$ cat config.mk
export PLATFORM = sky130hd
export DESIGN_NAME = cv3_fifo
export DESIGN_NICKNAME = d
export VERILOG_FILES = /design/src/sv/cv3_pkg.sv /design/src/sv/cv3_fifo.sv
export SDC_FILE = /design/constraint.sdc
export NUM_CORES = 1
export LEC_CHECK = 0
export BUFFER_PORTS_ARGS = -buffer_cell sky130_fd_sc_hd__buf_2
export CAP_MARGIN = 25
export CORE_MARGIN = 8
export CORE_UTILIZATION = 55
export CTS_CLUSTER_SIZE = 10
export DETAILED_ROUTE_END_ITERATION = 10
export PLACE_DENSITY = 0.77
export SLEW_MARGIN = 10
export SYNTH_ARGS = -nofsm -noshare
export SYNTH_HDL_FRONTEND = slang
export SYNTH_SLANG_ARGS = --single-unit
$ cat constraint.sdc
create_clock -name clk -period 13.8 [get_ports clk]
set_clock_uncertainty 0.2 [all_clocks]
set_input_delay 0.69 -clock clk [delete_from_list [all_inputs] [get_ports clk]]
set_output_delay 0.69 -clock clk [all_outputs]
set_load 0.02 [all_outputs]
$ cat src/sv/cv3_pkg.sv
package cv3_pkg;

  localparam int IMG_W_DEF  = 28;
  localparam int IMG_H_DEF  = 28;
  localparam int CNT_W      = 12;
  localparam int FIFO_DEPTH = 4;
  localparam int N_TAP      = 9;
  localparam int ADD_LAT    = 4;
  localparam int COEF_W     = 48;

  localparam logic [1:0] REG_COEF_TOP = 2'd0;
  localparam logic [1:0] REG_COEF_MID = 2'd1;
  localparam logic [1:0] REG_COEF_BOT = 2'd2;

  typedef logic [15:0] half_t;
  typedef logic [31:0] f32_t;

  typedef struct packed {
    logic             last;
    half_t [N_TAP-1:0] win;
  } win_item_t;

  typedef struct packed {
    logic             last;
    half_t [N_TAP-1:0] hp;
  } side_t;

  // fp16 -> fp32, exponent 31 treated as finite
  function automatic f32_t widen_half(half_t h);
    logic       s;
    logic [4:0] e;
    logic [9:0] m;
    logic [3:0] p;
    logic [9:0] mn;
    f32_t       r;
    s = h[15];
    e = h[14:10];
    m = h[9:0];
    p = 4'd0;
    for (int i = 0; i < 10; i++) begin
      if (m[i]) p = 4'(i);
    end
    mn = 10'(m << (4'd10 - p));
    if (e != 5'd0) begin
      r = {s, 8'({3'b0, e}) + 8'd112, m, 13'b0};
    end else if (m == 10'd0) begin
      r = {s, 31'b0};
    end else begin
      r = {s, 8'd103 + 8'({4'b0, p}), mn, 13'b0};
    end
    return r;
  endfunction

  // fp32 -> fp16, ties away, flush below, saturate above
  function automatic half_t narrow_f32(f32_t x);
    logic [31:0] b;
    logic [7:0]  e;
    logic [22:0] m;
    logic [15:0] r;
    logic [23:0] t;
    logic [23:0] tt;
    logic [4:0]  sh;
    b  = x + 32'h0000_1000;
    e  = b[30:23];
    m  = b[22:0];
    r  = {b[31], 15'b0};
    t  = 24'h7ff000 + {1'b0, m};
    sh = 5'(8'd125 - e);
    tt = (t >> sh) + 24'd1;
    if (e > 8'd112) r = r | {1'b0, 5'(e - 8'd112), m[22:13]};
    if (e < 8'd113 && e > 8'd101) r = r | 16'(tt >> 1);
    if (e > 8'd143) r = r | 16'h7fff;
    return r;
  endfunction

  function automatic logic [4:0] lead_zeros28(logic [27:0] v);
    logic [4:0] lz;
    lz = 5'd28;
    for (int i = 0; i < 28; i++) begin
      if (v[i]) lz = 5'(27 - i);
    end
    return lz;
  endfunction

endpackage

$ cat src/sv/cv3_fifo.sv
module cv3_fifo
  import cv3_pkg::*;
(
  input  logic      clk,
  input  logic      rst_n,
  input  logic      push,
  input  win_item_t push_item,
  output logic      full,
  output logic      pop_valid,
  input  logic      pop,
  output win_item_t pop_item
);

  localparam int PTR_W = $clog2(FIFO_DEPTH);

  win_item_t        mem [FIFO_DEPTH];
  logic [PTR_W-1:0] wr_r, rd_r;
  logic [PTR_W:0]   cnt_r;
  logic             do_push, do_pop;

  assign full      = (cnt_r == (PTR_W+1)'(FIFO_DEPTH));
  assign pop_valid = (cnt_r != '0);
  assign pop_item  = mem[rd_r];
  assign do_push   = push & ~full;
  assign do_pop    = pop & pop_valid;

  always_ff @(posedge clk) begin
    if (!rst_n) begin
      wr_r  <= '0;
      rd_r  <= '0;
      cnt_r <= '0;
    end else begin
      if (do_push) wr_r <= wr_r + PTR_W'(1);
      if (do_pop)  rd_r <= rd_r + PTR_W'(1);
      if (do_push && !do_pop) cnt_r <= cnt_r + (PTR_W+1)'(1);
      else if (do_pop && !do_push) cnt_r <= cnt_r - (PTR_W+1)'(1);
    end
  end

  always_ff @(posedge clk) begin
    if (do_push) mem[wr_r] <= push_item;
  end

  a_cnt_bound: assert property (@(posedge clk) disable iff (!rst_n)
    cnt_r <= (PTR_W+1)'(FIFO_DEPTH))
    else $error("queue count above depth");
  a_cnt_up: assert property (@(posedge clk) disable iff (!rst_n)
    (do_push && !do_pop) |=> cnt_r == $past(cnt_r) + (PTR_W+1)'(1))
    else $error("queue count not incremented");
  a_ptr_gap: assert property (@(posedge clk) disable iff (!rst_n)
    PTR_W'(wr_r - rd_r) == PTR_W'(cnt_r))
    else $error("queue pointers disagree with count");

endmodule

**Yosys cells after proc, flatten, opt, wreduce, memory -nomap -nowiden**

Memories as Yosys holds them, arrays and structs flattened. A register that Yosys moved wholly into a read port is not among the register bits.
Index checks and enable logic that the tools add are counted.

- Bits in registers: 7
- RAM bits: 580
- Input port bits: 149
- Output and inout port bits: 147
- Logic and storage cells: 24
- Memories: 1

- Add/subtract/negate cells: 4
- Equality and inequality tests: 1
- Muxes and demuxes: 6
- Bitwise gates (word level): 3
- Reduce and logical (&&, ||, !) cells: 6

Memory list:

| memory | depth | bits a word | read ports | clocked after Yosys merged registers in | write ports | RTL line | text |
|---|---|---|---|---|---|---|---|
| mem | 4 | 145 | 1 | 1 | 1 | cv3_fifo.sv:16 | `win_item_t mem [FIFO_DEPTH];` |

Operators with widths:

| kind | count |
|---|---|
| 3-bit 2-to-1 mux | 2 |
| 2-bit by 1-bit adder with 2-bit output, second input constant | 2 |
| 2-bit 2-to-1 mux | 2 |
| 3-bit by 1-bit adder with 3-bit output, second input constant | 1 |
| 3-bit == test, second input constant | 1 |
| 3-bit nonzero test | 1 |
| 3-bit by 1-bit subtractor with 3-bit output, second input constant | 1 |
| 1-bit bitwise AND | 2 |
| 1-bit logical AND | 2 |
| 1-bit logical NOT | 2 |
| 1-bit 2-to-1 mux | 2 |
| 2-bit nonzero test | 1 |
| 1-bit NOT | 1 |

**Longest topological paths before layout**

- Depth after elaboration: 7
- Mapped depth: 9
- Mapped depth without buffers: 8

**Worst setup path after synthesis**

OpenSTA, ideal clock, no wires.

- Path kind: input port to flip-flop
- Start: input port push
- End: memory mem[0][0] (netlist name) (enable)
- Library setup time: 0.522 ns
- Data arrival time: 4.399 ns
- Data required time: 13.078 ns
- Slack: 8.679 ns
- Stages: 3
- Buffers on the path: 1
- Cell sequence: nor2b_1 > clkbuf_1 > and2_1

- Word-level cells in the longest chain between the ends: 3

Ends and longest elaborated chain:

| item | RTL line | text |
|---|---|---|
| start, declared | cv3_fifo.sv:6 | `input logic push,` |
| 1-bit bitwise AND | cv3_fifo.sv:24 | `assign do_push = push & ~full;` |
| via do_push | cv3_fifo.sv:19 | `logic do_push, do_pop;` |
| 1-bit 2-to-1 mux | cv3_fifo.sv:41 | `if (do_push) mem[wr_r] <= push_item;` |
| 1-bit 2-to-1 mux (implied by the code) | cv3_fifo.sv:41 |  |
| end, declared | cv3_fifo.sv:16 |  |

The timed path passes the listed nets, and every way through them passes these cells.

==> metrics.txt <==
reg-to-reg slack, setup 10810 ps; first-pass GRT wire length 62600 um; Initial Utilization 0.555; Post-Syn Area 0.0214 mm^2; Hold Path Class in2reg; fmax 233 MHz; total number of vias 9688; pwr dens 198 mW/mm^2; Setup CP Type reg2out; XOR/XNOR Fraction of Synth Area 0.00164; Final Wtd Congestion 0.717; Core Region 0.0385 mm^2; worst slew pin tran 1020 ps; Fin. Hold Viols 0; post-synthesis compound-gate area fraction 0.00135; delay-heaviest family, CP buffers and inverters; Layout fillers 2425; Num CTS Buffers 69; proportion of synthesized area in mux cells 0.154; cell leakage power 8.47 nW; vias per cell 5.73; commonest non-fill, non-tap cell in the layout edfxtp_1; period utilization 0.311; Synth area leaders edfxtp_1 82%, mux4_2 15%, dfxtp_1 0.84%; setup TNS 0 ps; Worst Hold Depth 1; number of setup buffers added after CTS 0; CP max FO 40; DPL Wire Length 25200 um; Hold Crit Start push_item[11]; DRC 0; syn avg cell area 26.5 um^2; wire per inst 25.0 um; commonest cells after routing, fill and taps aside 580 x edfxtp_1, 295 x buf_2, 145 x mux4_2; max-slew violations 0; fraction of layout cells with a size suffix above 1 0.459; vias in the first global route 10.2k; sequential area share after synthesis 0.824; CP Buf/Inv Count 4; I/O pins 296; clock latency on the worst-skew pair 560 ps; Longest Clk Path Bufs 3; peak supply drop 0.171 mV; nets 1308; CP max stage delay 760 ps; Die W 213 um; die area 0.0454 mm^2; Clock transition at path regs 50 ps; Critical Path AT 3410 ps; Slew headroom 0.317; nature of the critical path startpoint register; Synth Flop Type edfxtp_1; Synth cell types 22; largest family of logic cells by synthesized area multiplexers; Cells after Synth 805; Synth area leader edfxtp_1; H-Tree Depth 3; worst setup margin 9500 ps; PortBufs 295; post-synthesis register bit count 589; post-layout minimum cycle time 4300 ps; final WL 42400 um; CTS tree done; total track usage 0.186; most frequent CP cell buf_4; RSZ-0062 raised after global routing no; Max-Cap Viols 0; final antenna-violating net count 0; Reg-to-Reg End mem[0][116]; Post-synth EDFFs 580; row count 72; Worst Path Required 12910 ps; R2R depth 4; Setup WS pre-CTS 9650 ps; status finished clean; antenna violations before repair 13; slowest cell on the critical path dfxtp_4; detailed-router iteration count before antenna repair 5; Hold Path End mem[0][11]; Overflow after GRT 0; Synth Area in Adders 0.00387; Area Overhead vs Synth 18.7%; syn nets 960; Die Y 213 um; worst r2r src cnt_r[0]; largest net degree at the start of global routing 73; Root Buffer clkbuf_16; hold buffers post-CTS 0; Critical Path, Cell by Cell buf_4 -> buf_16 -> buf_4 -> mux4_2 -> buf_2; Initial DRC Count 799; Critical Path End Type output port; share of the synthesized area in the top cell type 0.815; Synth Area in Simple Gates 0.00457; PostCTS Resize Cnt 0; fraction of registers with async set/reset 0; YS warnings 0; CTS sink count 589; Finish-stage setup viols 0
state kept, by name, indices dropped and copies added (netlist names), named ones only:
register / flops
wr_r: 2
rd_r: 2
mem: 580
cnt_r: 3
cell type report:
| cell class | count | area, um^2 | share of cell area |
|---|---|---|---|
| inverters | 3 | 11.3 | 0.000444 |
| diodes | 3 | 7.51 | 0.000296 |
| well taps | 518 | 648 | 0.0256 |
| multi-input cells | 179 | 3550 | 0.140 |
| repair buffers | 311 | 1650 | 0.0650 |
| clock buffers | 86 | 1890 | 0.0743 |
| clock inverters | 2 | 11.3 | 0.000444 |
| flip-flops and latches | 589 | 17600 | 0.694 |
routing by layer:
layer | GRT usage | up-vias | wire length (um)
met5 | 0 | - | 138
met4 | 0.0602 | 22 | 834
met3 | 0.0681 | 85 | 4290
met2 | 0.302 | 365 | 21100
met1 | 0.233 | 5055 | 16000
li1 | - | 4161 | -
through the flow:
stage | total power, mW | area (um^2) | std cells | hold slack [ps] | utilization
after detailed placement | 3.51 | 23400 | 1597 | 297 | 0.608
after global placement | 3.49 | 23400 | 1597 | 283 | 0.608
after CTS | 5.08 | 25300 | 1685 | 95.6 | 0.657
after global routing | 5.22 | 25400 | 1688 | 110 | 0.659
final | 5.02 | 25400 | 1691 | 133 | 0.659
after floorplan | 3.14 | 21400 | 805 | 268 | -
synth_stat cells (2+ instances only):
cell / number
and2_1: 8
buf_2: 16
buf_4: 4
buf_6: 7
clkbuf_1: 7
dfxtp_1: 9
edfxtp_1: 580
ha_1: 5
inv_1: 3
mux2i_1: 3
mux4_2: 145
nand2_1: 4
nor2b_1: 2
or3_1: 2
xnor2_1: 3
cells by family (layout without fill, tap and decap cells):
group                    Yosys count  count (layout)
AO/OA/AOI/OAI                      4               4
buffers and inverters             37             402
multiplexers                     148             148
XOR/XNOR                           4               4
adder cells (fa/ha/maj)            6               6
other                              0               3
AND/OR/NAND/NOR                   17              17
flip-flops                       589             589
worst max-delay path by stage:
stage / startpoint / end / cells after the start
after floorplan: push / mem[0][0] / 3
after global placement: register / pop_item[14] / 4
after detailed placement: register / pop_item[106] / 4
after CTS: register / pop_item[130] / 4
after global routing: register / pop_item[130] / 5
final: register / pop_item[130] / 5
report_power, final:
part	switching, mW	internal [mW]
clock network	0.616	0.943
logic	0.708	0.503
registers	0.0753	2.18
total	1.40	3.62
Note: power is estimated with default switching activity, not from simulation.
