**src/sv/cv3_pkg.sv**
```systemverilog
package cv3_pkg;

  localparam int IMG_W_DEF  = 28;
  localparam int IMG_H_DEF  = 28;
  localparam int CNT_W      = 12;
  localparam int FIFO_DEPTH = 4;
  localparam int N_TAP      = 9;
  localparam int ADD_LAT    = 4;
  localparam int COEF_W     = 48;

  localparam logic [1:0] REG_COEF_TOP = 2'd0;
  localparam logic [1:0] REG_COEF_MID = 2'd1;
  localparam logic [1:0] REG_COEF_BOT = 2'd2;

  typedef logic [15:0] half_t;
  typedef logic [31:0] f32_t;

  typedef struct packed {
    logic             last;
    half_t [N_TAP-1:0] win;
  } win_item_t;

  typedef struct packed {
    logic             last;
    half_t [N_TAP-1:0] hp;
  } side_t;

  // fp16 -> fp32, exponent 31 treated as finite
  function automatic f32_t widen_half(half_t h);
    logic       s;
    logic [4:0] e;
    logic [9:0] m;
    logic [3:0] p;
    logic [9:0] mn;
    f32_t       r;
    s = h[15];
    e = h[14:10];
    m = h[9:0];
    p = 4'd0;
    for (int i = 0; i < 10; i++) begin
      if (m[i]) p = 4'(i);
    end
    mn = 10'(m << (4'd10 - p));
    if (e != 5'd0) begin
      r = {s, 8'({3'b0, e}) + 8'd112, m, 13'b0};
    end else if (m == 10'd0) begin
      r = {s, 31'b0};
    end else begin
      r = {s, 8'd103 + 8'({4'b0, p}), mn, 13'b0};
    end
    return r;
  endfunction

  // fp32 -> fp16, ties away, flush below, saturate above
  function automatic half_t narrow_f32(f32_t x);
    logic [31:0] b;
    logic [7:0]  e;
    logic [22:0] m;
    logic [15:0] r;
    logic [23:0] t;
    logic [23:0] tt;
    logic [4:0]  sh;
    b  = x + 32'h0000_1000;
    e  = b[30:23];
    m  = b[22:0];
    r  = {b[31], 15'b0};
    t  = 24'h7ff000 + {1'b0, m};
    sh = 5'(8'd125 - e);
    tt = (t >> sh) + 24'd1;
    if (e > 8'd112) r = r | {1'b0, 5'(e - 8'd112), m[22:13]};
    if (e < 8'd113 && e > 8'd101) r = r | 16'(tt >> 1);
    if (e > 8'd143) r = r | 16'h7fff;
    return r;
  endfunction

  function automatic logic [4:0] lead_zeros28(logic [27:0] v);
    logic [4:0] lz;
    lz = 5'd28;
    for (int i = 0; i < 28; i++) begin
      if (v[i]) lz = 5'(27 - i);
    end
    return lz;
  endfunction

endpackage

```
**src/sv/cv3_front.sv**
```systemverilog
module cv3_front
  import cv3_pkg::*;
#(
  parameter int IMAGE_WIDTH  = IMG_W_DEF,
  parameter int IMAGE_HEIGHT = IMG_H_DEF
) (
  input  logic      clk,
  input  logic      rst_n,
  input  logic      in_valid,
  output logic      in_stall,
  input  half_t     in_pixel,
  input  logic      q_full,
  output logic      q_push,
  output win_item_t q_item
);

  localparam logic [CNT_W-1:0] COL_LAST = CNT_W'(IMAGE_WIDTH - 1);
  localparam logic [CNT_W-1:0] ROW_LAST = CNT_W'(IMAGE_HEIGHT - 1);

  logic [CNT_W-1:0]   col_r, row_r;
  half_t              line_up_r  [IMAGE_WIDTH];
  half_t              line_mid_r [IMAGE_WIDTH];
  half_t [N_TAP-1:0]  win_r, win_nxt;
  logic               acc;
  half_t              upper, middle;

  assign in_stall = q_full;
  assign acc      = in_valid & ~q_full;
  assign upper    = line_up_r[IMAGE_WIDTH-1];
  assign middle   = line_mid_r[IMAGE_WIDTH-1];

  always_comb begin
    win_nxt    = win_r;
    for (int r = 0; r < 3; r++) begin
      win_nxt[r*3]   = win_r[r*3+1];
      win_nxt[r*3+1] = win_r[r*3+2];
    end
    win_nxt[2] = upper;
    win_nxt[5] = middle;
    win_nxt[8] = in_pixel;
  end

  assign q_push = acc && (row_r >= CNT_W'(2)) && (col_r >= CNT_W'(2));
  assign q_item = '{last: (row_r == ROW_LAST) && (col_r == COL_LAST), win: win_nxt};

  always_ff @(posedge clk) begin
    if (!rst_n) begin
      col_r <= '0;
      row_r <= '0;
    end else if (acc) begin
      if (col_r == COL_LAST) begin
        col_r <= '0;
        row_r <= (row_r == ROW_LAST) ? '0 : row_r + CNT_W'(1);
      end else begin
        col_r <= col_r + CNT_W'(1);
      end
    end
  end

  always_ff @(posedge clk) begin
    if (acc) begin
      win_r         <= win_nxt;
      line_up_r[0]  <= middle;
      line_mid_r[0] <= in_pixel;
      for (int i = 1; i < IMAGE_WIDTH; i++) begin
        line_up_r[i]  <= line_up_r[i-1];
        line_mid_r[i] <= line_mid_r[i-1];
      end
    end
  end

endmodule

```
**config.mk**
```make
export PLATFORM = sky130hd
export DESIGN_NAME = cv3_front
export DESIGN_NICKNAME = d
export VERILOG_FILES = /design/src/sv/cv3_pkg.sv /design/src/sv/cv3_front.sv
export SDC_FILE = /design/constraint.sdc
export NUM_CORES = 1
export LEC_CHECK = 0
export ABC_AREA = 1
export BUFFER_PORTS_ARGS = -buffer_cell sky130_fd_sc_hd__buf_2
export CELL_PAD_IN_SITES_DETAIL_PLACEMENT = 1
export CELL_PAD_IN_SITES_GLOBAL_PLACEMENT = 2
export CORE_UTILIZATION = 48
export CTS_CLUSTER_DIAMETER = 30
export CTS_CLUSTER_SIZE = 28
export DETAILED_ROUTE_END_ITERATION = 10
export GPL_ROUTABILITY_DRIVEN = 1
export GPL_TIMING_DRIVEN = 1
export PLACE_DENSITY_LB_ADDON = 0.12
export SYNTH_ARGS = -nofsm -noshare
export SYNTH_HDL_FRONTEND = slang
export SYNTH_SLANG_ARGS = --single-unit
```
**constraint.sdc**
```tcl
create_clock -name clk -period 34.5 [get_ports clk]
set_input_delay 6.9 -clock clk [delete_from_list [all_inputs] [get_ports clk]]
set_output_delay 6.9 -clock clk [all_outputs]
set_load 0.01 [all_outputs]
```
; Word-level counts from Yosys, hierarchy flattened
; Memories as Yosys holds them, arrays and structs flattened.
; Cells that the tools add are included.
[totals]
regBits = 120
mem_bits_rw = 896
inputBits = 20
out_inout_bits = 147
word_cells = 26
memories = 2
[mem_list]
columns = memory, depth, width, rd, rd_clocked_by_memory_dff, write_ports, line
row1 = line_mid_r, 28, 16, 28, 0, 28, cv3_front.sv:22  ; half_t line_mid_r [IMAGE_WIDTH];
row2 = line_up_r, 28, 16, 28, 0, 28, cv3_front.sv:21  ; half_t line_up_r [IMAGE_WIDTH];
[classes]
addsub = 2
n_lt_le_gt_ge = 2
eq_ne = 2
n_mux = 4
bitwise_logic = 2
n_reduce_logical = 4
[ops]
columns = cell, n
row1 = adder 12 x 1 -> 12 bit (second input constant), 2
row2 = == test 12 x 5 -> 1 bit (second input constant), 2
row3 = greater-or-equal comparator 12 x 2 -> 1 bit (second input constant), 2
row4 = 2-to-1 mux 12 bit, 2
row5 = logical AND 1 bit, 3
row6 = 2-to-1 mux 1 bit, 2
row7 = AND reduction 2 bit, 1
row8 = AND 1 bit, 1
row9 = inverter 1 bit, 1

; Logic depth before layout (Yosys ltp)
[depth]
word_depth = 4
ltp_mapped = 9

; Worst setup path after synthesis
; Ideal clock, no wire load.
[synth_path]
path_kind = input port to output port
startpoint = in in_valid
endpoint = out q_push
arrival_ns = 21.863
t_required_ns = 27.600
setup_slack_ns = 5.737
cell_stages = 4
n_path_buf = 0
cell_sequence = inv_1 > nor2_4 > o21ai_0 > nor2_1
[synth_between]
elab_chain_cells = 3
[synth_rtl]
columns = element, line
row1 = from (decl), cv3_front.sv:9  ; input logic in_valid,
row2 = AND 1 bit, cv3_front.sv:28  ; assign acc = in_valid & ~q_full;
row3 = via acc, cv3_front.sv:24  ; logic acc;
row4 = logical AND 1 bit (2 in series), cv3_front.sv:43  ; assign q_push = acc && (row_r >= CNT_W'(2)) && (col_r >= CNT_W'(2));
row5 = to (decl), cv3_front.sv:13  ; output logic q_push,
; The timed path passes the listed nets, and every way through them passes these cells.

; Final worst setup path
[layout_path]
startpoint = in q_full
endpoint = out q_push
[layout_between]
elab_chain_cells = 4
[layout_rtl]
columns = element, line
row1 = from (decl), cv3_front.sv:12  ; input logic q_full,
row2 = inverter 1 bit, cv3_front.sv:28
row3 = AND 1 bit, cv3_front.sv:28
row4 = via acc, cv3_front.sv:24
row5 = logical AND 1 bit (2 in series), cv3_front.sv:43
; The timed path passes the listed nets, and every way through them passes these cells.

==> flow_metrics.tcl <==
set metrics [dict create \
    status "finished clean" \
    power_frac_comb 0.011 \
    place_ws_ns 19.22 \
    layout.cells.most_common "edfxtp_1" \
    port_buffers 166 \
    fin_setup_tns_ns 0 \
    slowest_stage "nor2_4" \
    worst_slack_ns 19.30 \
    synth_seq_area_share 0.960 \
    cts_htree_levels 4 \
    critPathKind "in -> out" \
    syn_avg_cell_area_um2 24.9 \
    final_cells 2419 \
    cts_hold_buf 0 \
    total_power_w 0.00304 \
    syn_inst 1184 \
    coreArea_um2 60600 \
    dp_hpwl_mm 18.2 \
    nets 1528 \
    grt_max_degree 98 \
    synth.distinct_cells 28 \
    start_util 0.487 \
    clock_path_buffers 3 \
    hold_violations 0 \
    worstHoldPathType "reg -> reg" \
    min_to "line_mid_r[9][10]" \
    antenna_found_initial 1 \
    drt_iter0_markers 756 \
    p_int_w 0.00246 \
    fmax_mhz 65.8 \
    synth_edf_count 928 \
    rsz0062_at_grt "false" \
    path_max_fanout 35 \
    path_depth 5 \
    drv_cap 0 \
    r2r_slack_ns 32.64 \
    dieHeight_um 250 \
    crit_top_cell "buf_2" \
    vdd_drop_max_v 0.0000498 \
    slew_headroom 0.229 \
    drc_errors 0 \
    start_kind "primary input" \
    reg2reg_from "col_r[1]" \
    vias 11500 \
    die_area_um2 62500 \
    area_delta_synth_final_pct 25.6 \
    cts.sinks 952 \
    final_cell_mix "edfxtp_1, buf_2, clkbuf_16" \
    p_seq_frac 0.437 \
    die_w_um 250 \
    ant_nets 0 \
    rr_worst_depth 6 \
    fillCellCount 4886 \
    core.rowCount 90 \
    worstHoldStart "line_mid_r[8][10]" \
    sw_frac_of_total 0.193 \
    cts_tree "built" \
    worst_slew_pin_slew_ns 1.16 \
    critPathArrivalTime_ns 8.30 \
    critical_path.top_delay_family "simple AND/OR/NAND/NOR gates" \
    root_buffer "clkbuf_16" \
    cts_setup_buffers 0 \
    cts_resized 0 \
    yosys_warnings 0 \
    clk_pin_slew_ns 0.05 \
    hold-path-cell-count 0 \
    cts_buffers 162 \
    place.gp.congestion 0.682 \
    cp_cell_sequence "buf_2 > nor2_4 > o21ai_0 > nor2_1 > buf_2" \
    fin_crit_ns 15.20 \
    clkPwrFrac 0.551 \
    clock_latency_ns 0.71 \
    cp.required_ns 27.60 \
    p_switching_w 0.000586 \
    min_period_over_period 0.440 \
    wl_per_cell_um 16.3 \
    power.leakage_nw 12.8 \
    worstReg2RegEnd "row_r[8]" \
    ys_ff_latch 952 \
    syn-num-nets 1208 \
    ys_dominant_reg_cell "edfxtp_1" \
    via_per_inst 4.77 \
    drt_pre_antenna_iters 4 \
    grt_pass1_wl_mm 63.7 \
    clock_skew_ns 0.0192 \
    drv_slew 0 \
    critical-path-max-stage-delay_ns 0.76 \
    diodes 0 \
    ios 167 \
    dpl.cell_count 2122 \
    power.density_nw_per_um2 82.0 \
    drive_gt1_frac 0.278 \
    cp-end-kind "output port" \
    critPathBufInv 2 \
    synthArstFlopShare 0 \
    synth_area_um2 29500 \
    finalSetupViolCount 0 \
    grtUsageTotal 0.131 \
    routed_wl_mm 39.4 \
    gr-total-overflow 0 \
    first_global_vias 12100 \
]
-- power by group through the flow --
stage	combinational, W	clock [W]	sequential [W]
final	0.0000338	0.00168	0.00133
after CTS	0.0000349	0.00172	0.00133
after detailed placement	0.0000351	0	0.00135
after floorplan	0.0000183	0	0.00137
after global routing	0.0000372	0.00177	0.00133
after global placement	0.0000337	0	0.00135
-- Yosys cell counts (3+ instances only) --
cell type    n  share of area
dfxtp_1     24          0.016
a21oi_1     14         0.0024
o21ai_0      7         0.0012
nor2_1      30         0.0038
nand2_2      5         0.0011
edfxtp_1   928           0.94
inv_2        5        0.00064
nand3_1     22         0.0037
buf_4       18         0.0046
inv_1       27         0.0034
nor3_1       7         0.0012
nand4_1      8         0.0017
ha_1         4         0.0017
nor2_4       3         0.0011
nand2_1     61         0.0078
xor2_1       4         0.0012
-- worst max-delay path by stage --
| stage | from | endpoint |
|---|---|---|
| after floorplan | in_valid | q_push |
| after detailed placement | q_full | q_push |
| after global placement | in_valid | q_push |
| final | q_full | q_push |
| after global routing | q_full | q_push |
| after CTS | q_full | q_push |
-- final cells by class --
class | count | area, µm² | area share
repair buffers | 177 | 913 | 0.0246
inverters | 32 | 120 | 0.00324
well taps | 782 | 978 | 0.0264
multi-input cells | 179 | 897 | 0.0242
clock buffers | 184 | 4180 | 0.113
clock inverters | 113 | 1660 | 0.0448
flip-flops and latches | 952 | 28300 | 0.764
-- through the flow --
stage	instance area [µm²]	hold WS, ns	utilization
2_1_floorplan	29500	0.400	-
3_3_place_gp	31300	0.401	0.516
3_5_place_dp	31300	0.405	0.516
4_1_cts	37100	0.396	0.612
5_1_grt	37100	0.412	0.612
6_report	37100	0.402	0.612
-- metal layers --
metal / vias up / part of all wire / GRT usage
met5: - / 0 / 0
met4: 0 / 0.024 / 0.0685
met3: 75 / 0.059 / 0.0467
met2: 295 / 0.46 / 0.188
met1: 5836 / 0.46 / 0.175
li1: 5335 / - / -
-- cell families (layout without fill, tap and decap cells) --
kind of cell,after synthesis,after routing,share of synthesized area
compound gates,25,25,0.00453
xor+xnor,4,4,0.00119
buf+inv,53,506,0.00949
fa+ha+maj,4,4,0.00170
simple gates,146,146,0.0230
flops,952,952,0.960
-- sequential cells by signal, summed over array words and instances (netlist names) --
name,cells
row_r,12
line_mid_r,448
line_up_r,448
q_item,32
col_r,12
(Power assumes the default switching activity.)
